<file path="config.mk">
export PLATFORM = sky130hd
export DESIGN_NAME = nns_back
export DESIGN_NICKNAME = d
export VERILOG_FILES = /design/src/sv/nns_pkg.sv /design/src/sv/nns_divider.sv /design/src/sv/nns_back.sv
export VERILOG_INCLUDE_DIRS = /design/src /design/src/sv
export SDC_FILE = /design/constraint.sdc
export NUM_CORES = 1
export LEC_CHECK = 0
export BUFFER_PORTS_ARGS = -buffer_cell sky130_fd_sc_hd__buf_2
export CORE_UTILIZATION = 45
export CTS_BUF_LIST = sky130_fd_sc_hd__clkbuf_8 sky130_fd_sc_hd__clkbuf_16
export CTS_CLUSTER_SIZE = 16
export DETAILED_ROUTE_END_ITERATION = 10
export GPL_TIMING_DRIVEN = 0
export PLACE_DENSITY_LB_ADDON = 0.3
export SYNTH_ARGS = -nofsm -noshare
export SYNTH_HDL_FRONTEND = slang
export SYNTH_HIERARCHICAL = 1
export SYNTH_SLANG_ARGS = --single-unit
</file>
<file path="constraint.sdc">
create_clock -name clock -period 8.7 [get_ports clock]
set_input_delay 0.435 -clock clock [delete_from_list [all_inputs] [get_ports clock]]
set_output_delay 0.435 -clock clock [all_outputs]
set_load 0.01 [all_outputs]
</file>
<file path="src/sv/nv12_nearest_neighbor_scaler_assert.svh">
// Assertion macros shared by the scaler RTL.
`ifndef NV12_NEAREST_NEIGHBOR_SCALER_ASSERT_SVH
`define NV12_NEAREST_NEIGHBOR_SCALER_ASSERT_SVH
`ifndef ASSERT_OFF
`define NNS_ASSERT_IMPL(label, clk, rst, prop, msg) \
   label: assert property (@(posedge clk) disable iff (rst) (prop)) else $error(msg);
`define NNS_ASSERT_NEVER(label, clk, rst, expr, msg) \
   label: assert property (@(posedge clk) disable iff (rst) !(expr)) else $error(msg);
`else
`define NNS_ASSERT_IMPL(label, clk, rst, prop, msg)
`define NNS_ASSERT_NEVER(label, clk, rst, expr, msg)
`endif
`endif

</file>
<file path="src/sv/nns_pkg.sv">
// ----------------------------------------------------------------------------
// nns_pkg
// Shared types and codes of the NV12 nearest-neighbor scaler.
// ----------------------------------------------------------------------------
`default_nettype none
package nns_pkg;
   localparam logic [1:0] CMD_WRITE  = 2'd0;
   localparam logic [1:0] CMD_COMMIT = 2'd1;
   localparam logic [1:0] CMD_READ   = 2'd2;
   localparam logic [1:0] CMD_NONE   = 2'd3;

   localparam logic [2:0] ST_FRAME    = 3'd0;
   localparam logic [2:0] ST_BLACK    = 3'd1;
   localparam logic [2:0] ST_ACCEPTED = 3'd2;
   localparam logic [2:0] ST_REJECTED = 3'd3;
   localparam logic [2:0] ST_RANGE    = 3'd4;

   localparam logic [7:0] BLACK_LUMA   = 8'd16;
   localparam logic [7:0] BLACK_CHROMA = 8'd128;

   localparam int REG_DST_WIDTH  = 0;
   localparam int REG_DST_HEIGHT = 1;

   // Largest source frame; the latched size registers are 9 bits wide.
   localparam int MAX_SRC_WIDTH  = 256;
   localparam int MAX_SRC_HEIGHT = 256;
   localparam int BANK_DEPTH     = (MAX_SRC_WIDTH * MAX_SRC_HEIGHT * 3) / 2;

   // Classified read transaction handed from front to back.
   typedef struct packed {
      logic        plane;
      logic [11:0] num_col;   // column numerator term (col or col/2)
      logic [11:0] den_col;   // dw or dw/2
      logic [11:0] num_row;   // row
      logic [11:0] den_row;   // dh or dh/2
      logic        col_lsb;
   } read_job_type;
endpackage
`default_nettype wire

</file>
<file path="src/sv/nns_divider.sv">
// ----------------------------------------------------------------------------
// nns_divider
// Restoring divider, one quotient bit per cycle.
// ----------------------------------------------------------------------------
`default_nettype none
module nns_divider #(
   parameter int NW = 24,
   parameter int DW = 12
) (
   input  wire logic          clock,
   input  wire logic          reset,
   input  wire logic          start,
   input  wire logic [NW-1:0] numer,
   input  wire logic [DW-1:0] denom,
   output logic               done,
   output logic [NW-1:0]      quot
);
   localparam int CW = $clog2(NW + 1);
   logic [NW-1:0] q_ff, q_in;
   logic [DW:0]   r_ff, r_in;
   logic [DW-1:0] d_ff, d_in;
   logic [CW-1:0] cnt_ff, cnt_in;
   logic          run_ff, run_in, done_ff, done_in;
   logic [DW+1:0] trial;

   always_comb begin
      q_in = q_ff; r_in = r_ff; d_in = d_ff; cnt_in = cnt_ff;
      run_in = run_ff; done_in = 1'b0;
      trial = {r_ff, q_ff[NW-1]} - {2'b00, d_ff};
      if (start) begin
         q_in = numer; r_in = '0; d_in = denom;
         cnt_in = CW'(NW); run_in = 1'b1;
      end else if (run_ff) begin
         if (!trial[DW+1]) begin
            r_in = trial[DW:0];
            q_in = {q_ff[NW-2:0], 1'b1};
         end else begin
            r_in = {r_ff[DW-1:0], q_ff[NW-1]};
            q_in = {q_ff[NW-2:0], 1'b0};
         end
         cnt_in = cnt_ff - 1'b1;
         if (cnt_ff == CW'(1)) begin
            run_in = 1'b0; done_in = 1'b1;
         end
      end
   end

   always_ff @(posedge clock) begin
      q_ff <= q_in; r_ff <= r_in; d_ff <= d_in; cnt_ff <= cnt_in;
      if (reset) begin
         run_ff <= 1'b0; done_ff <= 1'b0;
      end else begin
         run_ff <= run_in; done_ff <= done_in;
      end
   end

   assign done = done_ff;
   assign quot = q_ff;
endmodule
`default_nettype wire

</file>
<file path="src/sv/nns_back.sv">
// ----------------------------------------------------------------------------
// nns_back
// Read engine: two divisions, address build, bank read, result.
// ----------------------------------------------------------------------------
`default_nettype none
`include "nv12_nearest_neighbor_scaler_assert.svh"
module nns_back #(
   parameter int DEPTH = 98304,
   parameter int AW = 17
) (
   input  wire logic                  clock,
   input  wire logic                  reset,
   input  wire logic                  job_valid,
   input  wire nns_pkg::read_job_type job,
   output logic                       job_take,
   input  wire logic [8:0]            src_w,
   input  wire logic [8:0]            src_h,
   output logic [AW-1:0]              rd_addr,
   output logic                       rd_en,
   input  wire logic [7:0]            rd_data,
   output logic                       res_valid,
   output logic [7:0]                 res_byte,
   output logic [2:0]                 res_status
);
   import nns_pkg::*;
   typedef enum logic [2:0] {S_IDLE, S_DIVC, S_DIVR, S_ADDR, S_MEM, S_OUT} state_type;
   state_type     state_ff;
   read_job_type  job_ff;
   logic [11:0]   qc_ff, qr_ff;
   logic [AW:0]   idx_ff;
   logic          dstart;
   logic [23:0]   dnum, dquot;
   logic [11:0]   dden;
   logic          ddone;
   logic [8:0]    sh_eff;
   logic [AW:0]   idx_in;
   logic          valid_ff;
   logic [7:0]    byte_ff;
   logic [2:0]    stat_ff;

   assign sh_eff = job_ff.plane ? {1'b0, src_h[8:1]} : src_h;
   nns_divider #(.NW(24), .DW(12)) u_div (
      .clock(clock), .reset(reset), .start(dstart), .numer(dnum), .denom(dden),
      .done(ddone), .quot(dquot));

   always_comb begin
      dstart = 1'b0; dnum = '0; dden = job_ff.den_col;
      if (state_ff == S_IDLE && job_valid) begin
         dstart = 1'b1;
         dnum = 24'(job.num_col) * 24'(job.plane ? {1'b0, src_w[8:1]} : src_w);
         dden = job.den_col;
      end else if (state_ff == S_DIVC && ddone) begin
         dstart = 1'b1;
         dnum = 24'(job_ff.num_row) * 24'(sh_eff);
         dden = job_ff.den_row;
      end
      if (job_ff.plane)
         idx_in = (AW+1)'(src_w) * (AW+1)'(src_h) + (AW+1)'(qr_ff) * (AW+1)'(src_w)
                + (AW+1)'({qc_ff, 1'b0}) + (AW+1)'(job_ff.col_lsb);
      else
         idx_in = (AW+1)'(qr_ff) * (AW+1)'(src_w) + (AW+1)'(qc_ff);
   end

   assign job_take = (state_ff == S_IDLE) && job_valid;
   // The address settles in S_ADDR; the bank is read in S_MEM.
   assign rd_en = (state_ff == S_MEM) && (idx_ff < (AW+1)'(DEPTH));
   assign rd_addr = idx_ff[AW-1:0];

   always_ff @(posedge clock) begin
      valid_ff <= 1'b0;
      case (state_ff)
         S_IDLE: if (job_valid) begin
            job_ff <= job; state_ff <= S_DIVC;
         end
         S_DIVC: if (ddone) begin
            qc_ff <= dquot[11:0]; state_ff <= S_DIVR;
         end
         S_DIVR: if (ddone) begin
            qr_ff <= dquot[11:0]; state_ff <= S_ADDR;
         end
         S_ADDR: begin
            idx_ff <= idx_in; state_ff <= S_MEM;
         end
         S_MEM: state_ff <= S_OUT;
         S_OUT: begin
            valid_ff <= 1'b1;
            if (idx_ff < (AW+1)'(DEPTH)) begin
               byte_ff <= rd_data; stat_ff <= ST_FRAME;
            end else begin
               byte_ff <= '0; stat_ff <= ST_RANGE;
            end
            state_ff <= S_IDLE;
         end
         default: state_ff <= S_IDLE;
      endcase
      if (reset) begin
         state_ff <= S_IDLE; valid_ff <= 1'b0;
      end
   end

   assign res_valid = valid_ff;
   assign res_byte = byte_ff;
   assign res_status = stat_ff;

   `NNS_ASSERT_IMPL(a_take_idle, clock, reset, job_take |=> state_ff == S_DIVC, "take")
   `NNS_ASSERT_IMPL(a_out_one, clock, reset, valid_ff |=> !valid_ff, "double result")
   `NNS_ASSERT_NEVER(a_rd_oob, clock, reset, rd_en && idx_ff >= (AW+1)'(DEPTH), "oob read")
endmodule
`default_nettype wire

</file>
==> results.md <==
* Non-filler cells in the finished layout at 2849
* Crit end category: flop
* Insertion delay of the later-clocked pin in the worst-skew pair at 0.45 ns
* # IOs at 110
* Switch share at 47.0%
* EDFF count, synth at 125
* Worst-path maximum fanout at 10
* Chip width at 215 um
* Fmax at 0.123 GHz
* Worst Hold Class: in2reg
* DRC Markers at 0
* Dpl hpwl at 39.6 mm
* Net Sw Power at 3.31 mW
* Min Tclk post-route at 8.16 ns
* Num rows at 77
* Post-CTS Hold Fix Bufs at 0
* Iter 0 DRT Violations at 733
* Critical Path Start Type: primary input
* Post-synth top area cell: fa_1
* CTS resizes at 0
* Vias at 14.7k
* Pleak at 10.5 nW
* Met1 WL at 20.5 mm
* Most frequent cells in the layout: 390 x inv_1, 299 x nand2_1, 289 x fa_1, 184 x ha_1, 125 x edfxtp_1
* Root Buffer Master: clkbuf_16
* Cts bufs inserted at 17
* Maximum clock path buffer count at 2
* Seq pwr share at 14.2%
* Commonest non-fill, non-tap cell in the layout: inv_1
* Power per cell area at 316 mW/mm^2
* Sequential-to-total area share from yosys stat at 20.8%
* Hold Slack at 0.151 ns
* Crit share post-route at 93.8%
* Initial Utilization at 45.8%
* Comb pwr share at 74.9%
* WL/cell at 16.8 um
* Worst slew margin at 24.6%
* Fin Setup TNS at 0 ns
* Initial antenna violation count at 1
* Vias/cell at 5.18
* Final nets at 2795
* Yosys reg bits at 149
* Critical Path Max Stage Delay at 0.57 ns
* Die area at 0.0461 sq mm
* Peak supply drop at 0.289 mV
* Slowest cell on the critical path: clkbuf_1
* CTS H-Tree Depth at 4
* Fraction of layout cells with a size suffix above 1 at 9.97%
* Fin. Hold Viols at 0
* DR top layer: met4
* Routed length on met3 at 1.73 mm
* Syn Inst Count at 2121
* WP data required at 8.89 ns
* Remaining antenna violation count at 0
* Worst-margin pin slew at 1.13 ns
* Arr. time, crit path at 8.35 ns
* Core area at 0.0444 sq mm
* Routed met2 length at 24.4 mm
* Most Frequent Cell on Critical Path: fa_1
* Final setup viols at 0
* Clock power share at 10.9%
* Gr usage total at 21.5%
* Max Slew Vio Count at 0
* Total gr overflow at 0
* Post-CTS setup buffers at 0
* RSZ-0062 raised after global routing: false
* Buffers added on ports at 98
* Placed cells at 2816
* Number of global-route vias before repair at 15.7k
* Area grow syn2layout at 9.29%
* Drt pass-1 iters at 5
* Top cells by area, synth: fa_1 28%, edfxtp_1 18%, ha_1 11%
* Post-Syn Area at 0.0204 sq mm
* First-pass GRT wire length at 78.6 mm
* Critical path class: in2reg
* # fillers at 4075
* TritonCTS clock tree: built
* Outcome: finished clean
* Die Span Y at 215 um
* Worst Skew at 0.00934 ns
* Most used DFF post-synth: edfxtp_1
* # clock sinks at 149
* Synth unique cells at 81
* Gpl congestion at 0.922
* Largest net degree at the start of global routing at 42
* Routed wire length at 47.8 mm
* Synth async-reset ratio at 0%
* Max-cap violation count at 0
* CTS clk-pin slew, worst paths at 0.07 ns
* Pint at 3.73 mW
* Top cell type's share of synthesized area at 28.4%
* Syn_area_per_cell at 9.60 sq um
* Yosys warnings at 6
-- power groups by stage --
stage	clock [mW]	combinational, mW	sequential, mW
6_report	0.770	5.27	1.00
3_5_place_dp	0	5.23	1.01
4_1_cts	0.782	5.29	0.999
5_1_grt	0.809	5.94	1.01
3_3_place_gp	0	5.09	1.01
2_1_floorplan	0	4.19	0.990
-- flip-flops by register name (all words and copies together) (netlist names) --
name,flops
idx_ff,18
job_ff,38
qc_ff,12
qr_ff,12
res_byte,8
res_status,1
res_valid,1
state_ff,3
u_div/cnt_ff,5
u_div/d_ff,12
u_div/done,1
u_div/quot,24
u_div/r_ff,13
u_div/run_ff,1
-- metrics by stage --
stage          setup WS, ns  util (%)  total power [mW]  instance area (sq um)
2_1_floorplan          1.28         -              5.18                  20400
3_3_place_gp          0.152      48.6              6.10                  21600
3_5_place_dp          0.115      48.7              6.24                  21600
4_1_cts               0.540      50.1              7.07                  22200
5_1_grt              0.0920      50.1              7.76                  22200
6_report              0.543      50.1              7.04                  22200
-- worst paths after layout --
| check | startpoint | end | slack, ns | depth (start not counted) |
|---|---|---|---|---|
| worst min register to register | u_div/r_ff[10]$_SDFFE_PP0P_ | u_div/r_ff[10]$_SDFFE_PP0P_ | 0.49 | 2 |
| worst min-delay path | job[7] | job_ff[7]$_DFFE_PP_ | 0.15 | 1 |
| worst max register to register | qr_ff[6]$_DFFE_PP_ | idx_ff[17]$_DFFE_PN_ | 0.76 | 29 |
| worst max-delay path | src_w[7] | idx_ff[17]$_DFFE_PN_ | 0.54 | 31 |
-- cells in the mapped netlist, types with 21 or more instances --
master and n:
o21ai_0 25, nand2b_1 33, mux2_2 36, buf_1 21, clkbuf_1 63, edfxtp_1 125
and2_1 112, ha_1 184, xnor2_1 58, xor2_1 27, dfxtp_1 24, inv_1 390
a21o_1 24, a21oi_1 50, nor2_1 44, fa_1 289, nor2b_1 64, nand2_1 299
-- critical path, delay by kind of cell --
family / cells / cell delay (ns)
xor gates and xnor gates: 3 / 0.41
buffers and inverters: 8 / 1.38
adders and majority gates: 9 / 4.07
and+or+nand+nor: 3 / 0.61
AOI/OAI and AO/OA: 8 / 1.45
-- per-layer routing --
layer / track usage (%) / vias to the layer above
met3: 2.48 / 68
met2: 38.4 / 330
met4: 6.38 / 0
met1: 27.3 / 7416
li1: - / 6930
met5: 0 / -
-- cells by family after synthesis --
group / share of synthesized area [%]
adders and majority gates: 39.7
other: 0.0184
AOI/OAI and AO/OA: 8.28
DFF: 20.8
xor gates and xnor gates: 3.79
and+or+nand+nor: 14.9
muxes: 2.78
buffers and inverters: 9.71
-- area by class of cell --
class	count	area [sq um]	share of cell area [%]
diodes	1	2.50	0.0112
plain buffers	109	510	2.29
clock buffers	17	425	1.91
clock inverters	15	178	0.799
inverters	391	1470	6.60
multi-input cells	1476	14200	63.7
flip-flops and latches	149	4230	19.0
well taps	592	741	3.33
repair buffers	99	510	2.29
Power figures use the tool's default switching activity.
