**src/sv/nv12_nearest_neighbor_scaler_assert.svh**
```systemverilog
// Assertion macros shared by the scaler RTL.
`ifndef NV12_NEAREST_NEIGHBOR_SCALER_ASSERT_SVH
`define NV12_NEAREST_NEIGHBOR_SCALER_ASSERT_SVH
`ifndef ASSERT_OFF
`define NNS_ASSERT_IMPL(label, clk, rst, prop, msg) \
   label: assert property (@(posedge clk) disable iff (rst) (prop)) else $error(msg);
`define NNS_ASSERT_NEVER(label, clk, rst, expr, msg) \
   label: assert property (@(posedge clk) disable iff (rst) !(expr)) else $error(msg);
`else
`define NNS_ASSERT_IMPL(label, clk, rst, prop, msg)
`define NNS_ASSERT_NEVER(label, clk, rst, expr, msg)
`endif
`endif

```
**src/sv/nns_pkg.sv**
```systemverilog
// ----------------------------------------------------------------------------
// nns_pkg
// Shared types and codes of the NV12 nearest-neighbor scaler.
// ----------------------------------------------------------------------------
`default_nettype none
package nns_pkg;
   localparam logic [1:0] CMD_WRITE  = 2'd0;
   localparam logic [1:0] CMD_COMMIT = 2'd1;
   localparam logic [1:0] CMD_READ   = 2'd2;
   localparam logic [1:0] CMD_NONE   = 2'd3;

   localparam logic [2:0] ST_FRAME    = 3'd0;
   localparam logic [2:0] ST_BLACK    = 3'd1;
   localparam logic [2:0] ST_ACCEPTED = 3'd2;
   localparam logic [2:0] ST_REJECTED = 3'd3;
   localparam logic [2:0] ST_RANGE    = 3'd4;

   localparam logic [7:0] BLACK_LUMA   = 8'd16;
   localparam logic [7:0] BLACK_CHROMA = 8'd128;

   localparam int REG_DST_WIDTH  = 0;
   localparam int REG_DST_HEIGHT = 1;

   // Largest source frame; the latched size registers are 9 bits wide.
   localparam int MAX_SRC_WIDTH  = 256;
   localparam int MAX_SRC_HEIGHT = 256;
   localparam int BANK_DEPTH     = (MAX_SRC_WIDTH * MAX_SRC_HEIGHT * 3) / 2;

   // Classified read transaction handed from front to back.
   typedef struct packed {
      logic        plane;
      logic [11:0] num_col;   // column numerator term (col or col/2)
      logic [11:0] den_col;   // dw or dw/2
      logic [11:0] num_row;   // row
      logic [11:0] den_row;   // dh or dh/2
      logic        col_lsb;
   } read_job_type;
endpackage
`default_nettype wire

```
**src/sv/nns_front.sv**
```systemverilog
// ----------------------------------------------------------------------------
// nns_front
// Command decode, commit check, read job build and fast answers.
// ----------------------------------------------------------------------------
`default_nettype none
`include "nv12_nearest_neighbor_scaler_assert.svh"
module nns_front (
   input  wire logic                  clock,
   input  wire logic                  reset,
   input  wire logic                  accept,
   input  wire logic [1:0]            command,
   input  wire logic [11:0]           frame_width,
   input  wire logic [11:0]           frame_height,
   input  wire logic                  out_plane,
   input  wire logic [10:0]           out_col,
   input  wire logic [10:0]           out_row,
   input  wire logic [11:0]           dst_w,
   input  wire logic [11:0]           dst_h,
   input  wire logic                  frame_present,
   output logic                       commit_ok,
   output logic                       job_push,
   output nns_pkg::read_job_type      job,
   output logic                       res_valid,
   output logic [7:0]                 res_byte,
   output logic [2:0]                 res_status
);
   import nns_pkg::*;
   logic        bad_size, oor;
   logic        v_ff;
   logic [7:0]  b_ff;
   logic [2:0]  s_ff;
   logic [11:0] dw2, dh2;

   assign dw2 = {1'b0, dst_w[11:1]};
   assign dh2 = {1'b0, dst_h[11:1]};
   assign bad_size = frame_width == '0 || frame_height == '0
      || frame_width > 12'(MAX_SRC_WIDTH) || frame_height > 12'(MAX_SRC_HEIGHT)
      || frame_width[0] || frame_height[0];
   always_comb begin
      if (dst_w < 12'd2 || dst_h < 12'd2) oor = 1'b1;
      else if (!out_plane) oor = {1'b0, out_col} >= dst_w || {1'b0, out_row} >= dst_h;
      else oor = {1'b0, out_col} >= {dw2[10:0], 1'b0} || {1'b0, out_row} >= dh2;
      job.plane = out_plane;
      job.num_col = out_plane ? {2'b00, out_col[10:1]} : {1'b0, out_col};
      job.den_col = out_plane ? dw2 : dst_w;
      job.num_row = {1'b0, out_row};
      job.den_row = out_plane ? dh2 : dst_h;
      job.col_lsb = out_col[0];
   end
   assign commit_ok = accept && command == CMD_COMMIT && !bad_size;
   assign job_push = accept && command == CMD_READ && !oor && frame_present;

   always_ff @(posedge clock) begin
      v_ff <= 1'b0;
      if (accept && command == CMD_COMMIT) begin
         v_ff <= 1'b1; b_ff <= '0;
         s_ff <= bad_size ? ST_REJECTED : ST_ACCEPTED;
      end else if (accept && command == CMD_READ && (oor || !frame_present)) begin
         v_ff <= 1'b1;
         b_ff <= oor ? 8'd0 : (out_plane ? BLACK_CHROMA : BLACK_LUMA);
         s_ff <= oor ? ST_RANGE : ST_BLACK;
      end
      if (reset) v_ff <= 1'b0;
   end
   assign res_valid = v_ff;
   assign res_byte = b_ff;
   assign res_status = s_ff;

   `NNS_ASSERT_NEVER(a_push_commit, clock, reset, job_push && commit_ok, "both")
   `NNS_ASSERT_IMPL(a_commit_res, clock, reset, accept && command == CMD_COMMIT |=> v_ff, "commit")
   `NNS_ASSERT_NEVER(a_no_frame, clock, reset, job_push && !frame_present, "no frame")
endmodule
`default_nettype wire
```
**config.mk**
```make
export PLATFORM = sky130hd
export DESIGN_NAME = nns_front
export DESIGN_NICKNAME = d
export VERILOG_FILES = /design/src/sv/nns_pkg.sv /design/src/sv/nns_front.sv
export VERILOG_INCLUDE_DIRS = /design/src /design/src/sv
export SDC_FILE = /design/constraint.sdc
export NUM_CORES = 1
export LEC_CHECK = 0
export ABC_AREA = 0
export ABC_CLOCK_PERIOD_IN_PS = 2300
export BUFFER_PORTS_ARGS = -buffer_cell sky130_fd_sc_hd__buf_2
export CAP_MARGIN = 0
export CELL_PAD_IN_SITES_DETAIL_PLACEMENT = 0
export CELL_PAD_IN_SITES_GLOBAL_PLACEMENT = 1
export CORE_UTILIZATION = 26
export CTS_BUF_LIST = sky130_fd_sc_hd__clkbuf_8 sky130_fd_sc_hd__clkbuf_16
export CTS_CLUSTER_SIZE = 28
export DETAILED_ROUTE_END_ITERATION = 16
export GPL_TIMING_DRIVEN = 0
export PLACE_DENSITY = 0.83
export SLEW_MARGIN = 20
export SYNTH_ARGS = -nofsm -noshare
export SYNTH_HDL_FRONTEND = slang
export SYNTH_SLANG_ARGS = --single-unit
export TNS_END_PERCENT = 1
```
**constraint.sdc**
```tcl
create_clock -name clock -period 2.3 [get_ports clock]
set_clock_uncertainty 0.05 [all_clocks]
set_input_delay 0.115 -clock clock [delete_from_list [all_inputs] [get_ports clock]]
set_output_delay 0.115 -clock clock [all_outputs]
set_load 0.02 [all_outputs]
```
==> results.md, run 1 <==
- Max-slew violation count: 0
- Worst slack, placed: 0.259 ns
- Worst Path Max Fanout: 3
- Die extent in x: 83.8 microns
- Cell Area, Synth: 1740 sq um
- Initial Util: 0.272
- Max IR drop VDD: 0.155 mV
- Hold Path End: res_byte[4]
- Register area share after synthesis: 0.0864
- 1st-iter DRT viols: 33
- Status: finished, final reports clean
- RR Endpoint: res_byte[7]
- Syn-to-layout area delta: 47.9%
- Num CTS Buffers: 3
- Synth unique cells: 43
- Synth Flop Type: edfxtp_1
- Largest net degree at the start of global routing: 11
- DR pass1 iterations: 6
- Hold Startpoint: frame_present
- Total power: 796 uW
- Pwr per Cell Area: 310 nW/um^2
- Worst Setup Start Kind: primary input
- Clock-pin slew on the worst setup and hold paths: 0.04 ns
- Clock Latency Late Sink: 0.22 ns
- R2r startpoint: res_byte[7]
- Synth warnings: 0
- Fill cell count: 696
- Critical Path RT: 2.13 ns
- Max Cap Violations: 0
- Post-synth EDFFs: 3
- Post-CTS Resized: 0
- Gpl congestion: 0.796
- FP Rows: 29
- Gr usage total: 0.153
- WL per Instance: 12.0 microns
- Worst setup margin: 0.298 ns
- Rel. slew slack: 0.615
- Cells on worst reg2reg path: 2
- P_leak: 1.47 nW
- FFs w/ async S/R, synth: 0
- Hold path depth: 4
- Syn Inst Count: 240
- Grt total ovfl: 0
- Final nets: 495
- Crit path time final: 2.00 ns
- Worst min path class: in -> reg
- Number of global-route vias before repair: 2065
- # setup viols final: 0
- Antenna Cells: 0
- Clock Sinks: 6
- Post-route DRC: 0
- Io pins: 141
- Via count: 2101
- Final hold vios: 0
- Share of cells above drive strength 1: 0.457
- Root Driver: clkbuf_8
- Core ar.: 6390 sq um
- Area of the die: 7010 sq um
- Detail Route Antenna Nets: 0
- Synth Register Bits: 6
- Critical Path AT: 1.84 ns
- DR vias/cell: 4.57
- Unrepaired setup endpoints after global routing: false
- CTS tree: yes
- DP Wirelength: 4880 microns
- WL final: 5520 microns
- Antenna violations before repair: 0
- Peak Freq: 0.500 GHz
- Final TNS setup: 0 ns
- CP Class: in -> out
- Slew @ Worst Pin: 0.578 ns
- Die height: 83.8 microns
- I/O Buffers: 131
- First-pass GRT wire length: 9020 microns
- Reg2reg setup slack: 1.68 ns
- Clock buffer depth: 2
- H-tree levels: 1
- Avg Cell Area, Syn: 7.24 sq um
- Tcrit/Tclk final: 0.870
- Kind of end point of the critical path: output port
-- worst max-delay path, stage by stage --
cell and delay [ns]:
buf_2 0.10, inv_1 0.07, ha_1 0.29, a211oi_1 0.24, o21ai_1 0.11, a21oi_1 0.14, o221ai_1 0.19, a21oi_2 0.24
and3_1 0.17, buf_2 0.17
-- final cells by class --
cell class	instances	area [sq um]	area share
multi-input combinational	187	1330	0.518
timing repair buffer	132	666	0.259
buffer	28	185	0.0720
sequential	6	150	0.0584
inverter	26	97.6	0.0380
tap	77	96.3	0.0375
clock buffer	3	41.3	0.0161
clock inverter	1	3.75	0.00146
-- cell usage after synthesis (all sizes together), types with 2 or more instances --
cell    number  area, sq um
a211oi       3         27.5
xnor2        2         17.5
edfxtp       3         90.1
o211ai       2         25.0
nor3         2         10.0
nand4        6         37.5
nor2         8         30.0
o22ai        2         12.5
buf         23          166
o21a         2         15.0
o21ai       26          134
nand3        5         25.0
clkbuf       5         18.8
ha          34          425
mux2        10          113
a21o         5         37.5
a21oi       11         62.6
dfxtp        3         60.1
nand2b       2         12.5
a211o        2         17.5
nand2       32          120
nor4        10         62.6
inv         26         97.6
nor2b        5         33.8
-- where the power goes --
part	switching [mW]	internal, mW
logic	0.292	0.214
clock network	0.0492	0.115
registers	0.00262	0.123
total	0.344	0.452
-- sequential cells by signal (all words and copies together) (netlist names) --
register	flops
res_valid	1
res_byte	2
res_status	3
-- routing by layer --
metal	GRT usage	routed length [microns]	part of all wire
met5	0	0	0
met4	0.0277	56	0.010
met3	0.0188	267	0.048
met2	0.299	2830	0.51
met1	0.176	2370	0.43
-- cell families (layout without fill, tap and decap cells) --
logic type | after synthesis | in the layout | share of synthesized area
and+or+nand+nor | 77 | 77 | 0.222
AOI/OAI and AO/OA | 56 | 56 | 0.207
buffers and inverters | 54 | 190 | 0.163
adders and majority gates | 34 | 34 | 0.245
muxes | 10 | 10 | 0.0648
DFF | 6 | 6 | 0.0864
xor gates and xnor gates | 2 | 2 | 0.0101
other | 1 | 8 | 0.00216
-- what timing repair did --
action / CTS / global route
hold buffers: 1 / 0
setup buffers: 0 / 0
hold endpoints to repair: 1 / 0
-- through the flow --
stage                     hold slack (ns)  cells  cell area [sq um]  utilization
after floorplan                     0.131    247               1760            -
after global placement              0.228    455               2520        0.394
after detailed placement            0.228    455               2520        0.394
after CTS                           0.197    460               2570        0.403
after global routing                0.225    460               2570        0.403
final                               0.200    460               2570        0.403
-- layout by cell type (no fill, tap or decap), types with 3 or more instances in the layout --
| cell type | Yosys | layout |
|---|---|---|
| inv_1 | 25 | 26 |
| dfxtp_1 | 3 | 3 |
| buf_4 | 21 | 21 |
| nand2_1 | 32 | 32 |
| o21ai_0 | 24 | 24 |
| conb_1 | 1 | 8 |
| clkbuf_1 | 5 | 5 |
| nand3_1 | 5 | 5 |
| nand4_1 | 6 | 6 |
| buf_2 | 1 | 132 |
| mux2_2 | 10 | 10 |
| edfxtp_1 | 3 | 3 |
| nor2_1 | 8 | 8 |
| ha_1 | 34 | 34 |
| nor4_1 | 10 | 10 |
| a21oi_1 | 9 | 9 |
| nor2b_1 | 4 | 4 |
| clkbuf_8 | 0 | 3 |
| a21o_1 | 5 | 5 |
-- worst max path at each step --
stage	endpoint	slack (ns)	startpoint
after floorplan	job_push	0.62	out_col[0]
after CTS	job_push	0.32	dst_h[9]
after global placement	res_status[0]	0.25	dst_w[10]
after global routing	job_push	0.18	dst_h[9]
after detailed placement	res_status[0]	0.26	dst_w[10]
final	job_push	0.30	dst_h[9]
Note: power is estimated with default switching activity, not from simulation.
==> inputs of run 2 (changes only) <==
- BUFFER_PORTS_ARGS: -buffer_cell sky130_fd_sc_hd__buf_2 -> -buffer_cell sky130_fd_sc_hd__buf_4
==> run 2 against run 1 <==
- core utilization increased by 5.1 points
- sequential cell count unchanged
- final cell count unchanged
- global-route usage increased by 0.25 points
==> results.md, run 2 (synthesis gave the netlist of run 1 again) <==
- Gpl congestion: 0.768
- Post-route DRC: 0
- Area of the die: 7010 sq um
- Core ar.: 6390 sq um
- Tcrit/Tclk final: 0.862
- Kind of end point of the critical path: output port
- P_leak: 1.58 nW
- Final Non-Filler Cells: 460
- Cell family contributing the most delay on the critical path: compound AO/OA/AOI/OAI gates
- Worst Path Max Fanout: 3
- Antenna Cells: 0
- Slew @ Worst Pin: 0.592 ns
- Final hold vios: 0
- First-pass GRT wire length: 9030 microns
- Io pins: 141
- Reg2reg setup slack: 1.69 ns
- Worst min path class: in -> reg
- Max-slew violation count: 0
- CP Class: in -> out
- Most frequent CP cell: buf_4
- Rel. slew slack: 0.606
- Root Driver: clkbuf_8
- H-tree levels: 1
- Unrepaired setup endpoints after global routing: false
- Share of cells above drive strength 1: 0.457
- Hold path depth: 4
- Max Cap Violations: 0
- Clock Sinks: 6
- Gr usage total: 0.155
- I/O Buffers: 131
- Via count: 2146
- WP depth: 10
- Clock Latency Late Sink: 0.23 ns
- Crit path time final: 1.98 ns
- Number of global-route vias before repair: 2008
- Placed Instances: 455
- Worst path max stage delay: 0.26 ns
- Peak Freq: 0.504 GHz
- Buf/Inv on CP: 3
- Cells on worst reg2reg path: 2
- FP Rows: 29
- Crit path max-delay cell type: a211oi_1
- Die height: 83.8 microns
- Initial Util: 0.272
- Final nets: 495
- Hold WS: 0.167 ns
- 1st-iter DRT viols: 25
- Crit path cell chain: buf_4, inv_1, ha_1, a211oi_1, o21ai_1, a21oi_1, o221ai_1, a21oi_2, and3_1, buf_4
- # setup viols final: 0
- Grt total ovfl: 0
- Final TNS setup: 0 ns
- Finished Core Util: 0.454
- Detail Route Antenna Nets: 0
- DP Wirelength: 5010 microns
- Antenna violations before repair: 0
- WL final: 5800 microns
- DR vias/cell: 4.67
- Critical Path AT: 1.82 ns
- Pwr per Cell Area: 303 nW/um^2
- Most common cell after layout, fill and taps aside: buf_4
- Max FFs per register: 3
- Clock-pin slew on the worst setup and hold paths: 0.04 ns
- Max IR drop VDD: 0.171 mV
- Critical Path RT: 2.13 ns
- Status: finished, final reports clean
- Die extent in x: 83.8 microns
- Total power: 879 uW
- WL per Instance: 12.6 microns
- Num CTS Buffers: 3
- Most frequent cells in the layout: buf_4 (152), ha_1 (34), nand2_1 (32)
- Post-CTS Resized: 0
- CTS tree: yes
- Syn-to-layout area delta: 66.8%
- DR pass1 iterations: 4
- Clock buffer depth: 2
- Largest net degree at the start of global routing: 11
- Worst Setup Start Kind: primary input
run 2: through the flow:
step / instance area [sq um] / setup slack, ns
after floorplan: 1760 / 0.620
after global placement: 2840 / 0.266
after detailed placement: 2840 / 0.272
after CTS: 2900 / 0.322
after global routing: 2900 / 0.164
final: 2900 / 0.317
run 2: worst min-delay path: cells and delay by family:
kind	cells	cell delay, ns
and+or+nand+nor	2	0.12
AOI/OAI and AO/OA	1	0.07
buffers and inverters	1	0.09
run 2: area by class of cell:
cell class	count	area [sq um]
fillers	667	3490
multi-input cells	187	1330
repair buffers	132	993
plain buffers	28	185
flip-flops and latches	6	150
inverters	26	97.6
well taps	77	96.3
clock buffers	3	41.3
clock inverters	1	3.75
run 2: path summary, 6_finish.rpt:
kind                      start           to
setup / recovery       dst_h[9]     job_push
hold / removal    frame_present  res_byte[4]
setup reg to reg    res_byte[4]  res_byte[4]
hold reg to reg     res_byte[7]  res_byte[7]
run 2: layer usage:
metal	share of wire	routed length [microns]	up-vias	GRT usage
met5	0	0	-	0
met4	0.0064	37	0	0.0370
met3	0.055	318	4	0.0326
met2	0.50	2930	67	0.289
met1	0.43	2520	965	0.180
li1	-	-	1110	-
run 2: timing repair:
item                                   in CTS  in global routing
endpoints found under the hold margin       1                  0
hold buffers                                1                  0
buffers inserted                            0                  0
run 2: power by group:
part           switching (mW)  internal, mW  leakage, nW
registers             0.00261         0.123       0.0513
clock network          0.0534         0.115       0.0269
logic                   0.297         0.287         1.50
==> inputs of run 3 (changes only) <==
- PLACE_DENSITY: 0.83 -> 0.9
==> run 3 against run 2 <==
- non-clock buffer count is the same
- worst hold slack gained 0.0011 ns
- first-iteration DRC count grew 8.0%
- sequential power is essentially flat
- critical path depth is the same
- power shrank 0.61%
- combinational power is essentially flat
- via count shrank 1.3%
- clock power is essentially flat
- sequential share of layout area is the same
- critical endpoint unchanged
- largest cell class unchanged
==> results.md, run 3 (synthesis gave the netlist of run 1 again) <==
- GR peak layer: met2
- FP Rows: 29
- Final hold vios: 0
- WL final: 5750 microns
- Largest net degree at the start of global routing: 11
- Clock Latency Late Sink: 0.23 ns
- Die extent in x: 83.8 microns
- Num CTS Buffers: 3
- Max Cap Violations: 0
- Slew @ Worst Pin: 0.586 ns
- Design area: 2900 sq um
- Rel. slew slack: 0.610
- Antenna violations before repair: 0
- CP Class: in -> out
- Clock Sinks: 6
- Share of cells above drive strength 1: 0.457
- Root Driver: clkbuf_8
- Unrepaired setup endpoints after global routing: false
- Clock-pin slew on the worst setup and hold paths: 0.04 ns
- P_leak: 1.58 nW
- Met1 Track Usage GR: 0.190
- CTS tree: yes
- Final TNS setup: 0 ns
- Initial Util: 0.272
- Final nets: 495
- Syn-to-layout area delta: 66.8%
- Critical Path RT: 2.13 ns
- Pwr per Cell Area: 301 nW/um^2
- Combinational share of power: 0.665
- Detail Route Antenna Nets: 0
- Kind of end point of the critical path: output port
- Grt total ovfl: 0
- Area of the die: 7010 sq um
- Die height: 83.8 microns
- DR pass1 iterations: 4
- H-tree levels: 1
- Cell Int Power: 525 uW
- Gpl congestion: 0.782
- NetSw: 349 uW
- Crit path time final: 1.99 ns
- Max IR drop VDD: 0.159 mV
- Met2 usage: 0.316
- Max-slew violation count: 0
- Worst Setup Start Kind: primary input
- Clock buffer depth: 2
- Max FFs per register: 3
- Critical Path AT: 1.82 ns
- Finished Core Util: 0.454
- Antenna Cells: 0
- Met3 Use GR: 0.0148
- Core ar.: 6390 sq um
- Post-DP Area: 2840 sq um
- Post-route DRC: 0
- Most common cell after layout, fill and taps aside: buf_4
- Switching share of power: 0.399
- Gr usage total: 0.163
- Worst Path Max Fanout: 3
- Seq pwr share: 0.145
- WL per Instance: 12.5 microns
- Tcrit/Tclk final: 0.864
- DP Wirelength: 5050 microns
- 1st-iter DRT viols: 27
- Via count: 2119
- Clock power frac: 0.190
- Status: finished, final reports clean
- # setup viols final: 0
- Most frequent cells in the layout: buf_4 (152), ha_1 (34), nand2_1 (32)
- DR vias/cell: 4.61
- Peak Freq: 0.503 GHz
- Number of global-route vias before repair: 2138
- First-pass GRT wire length: 9560 microns
- Fill cell count: 667
- I/O Buffers: 131
- Io pins: 141
- Worst min path class: in -> reg
## run 3: cell counts in the layout (fill, tap and decap cells not counted)
No cell type changed its count.
## run 3: power by group through the flow
stage	sequential, mW	clock, mW	combinational [mW]
4_1_cts	0.126	0.168	0.588
3_5_place_dp	0.128	0	0.585
5_1_grt	0.127	0.175	0.641
2_1_floorplan	0.138	0	0.303
6_report	0.126	0.166	0.581
3_3_place_gp	0.127	0	0.577
## run 3: path summary, 6_finish.rpt
check | start | endpoint | slack, ns | cells past startpoint
worst max-delay path | dst_h[9] | job_push | 0.31 | 10
worst min-delay path | frame_present | res_byte[4] | 0.17 | 4
worst max register to register | res_byte[7] | res_byte[7] | 1.67 | 2
worst min register to register | res_byte[4] | res_byte[4] | 0.43 | 2
## run 3: critical path: stages
cell	delay, ns
buf_4	0.12
inv_1	0.09
ha_1	0.25
a211oi_1	0.24
o21ai_1	0.11
a21oi_1	0.14
o221ai_1	0.21
a21oi_2	0.23
and3_1	0.18
buf_4	0.14
## run 3: timing repair
| item | 4_1_cts | 5_1_grt |
|---|---|---|
| hold buffers | 1 | 0 |
| resized for setup | 0 | 0 |
| endpoints found under the hold margin | 1 | 0 |
| endpoints found under the setup margin | 0 | 0 |
| buffers inserted | 0 | 0 |
## run 3: through the flow
step	worst slack [ns]	hold slack [ns]	std cells	power [mW]
after detailed placement	0.289	0.227	455	0.712
after global routing	0.113	0.205	460	0.943
after floorplan	0.620	0.131	247	0.442
after global placement	0.261	0.223	455	0.704
final	0.312	0.168	460	0.874
after CTS	0.319	0.166	460	0.882
## run 3: layout make-up
cell class,instances,area [sq um],share of cell area
plain buffers,28,185,0.0639
clock buffers,3,41.3,0.0142
clock inverters,1,3.75,0.00129
inverters,26,97.6,0.0337
multi-input cells,187,1330,0.459
flip-flops and latches,6,150,0.0518
well taps,77,96.3,0.0332
repair buffers,132,993,0.343
## run 3: routing by layer
layer,wire (microns),share of wire
met1,2380,0.41
met4,43,0.0075
met5,0,0
met3,286,0.050
met2,3040,0.53
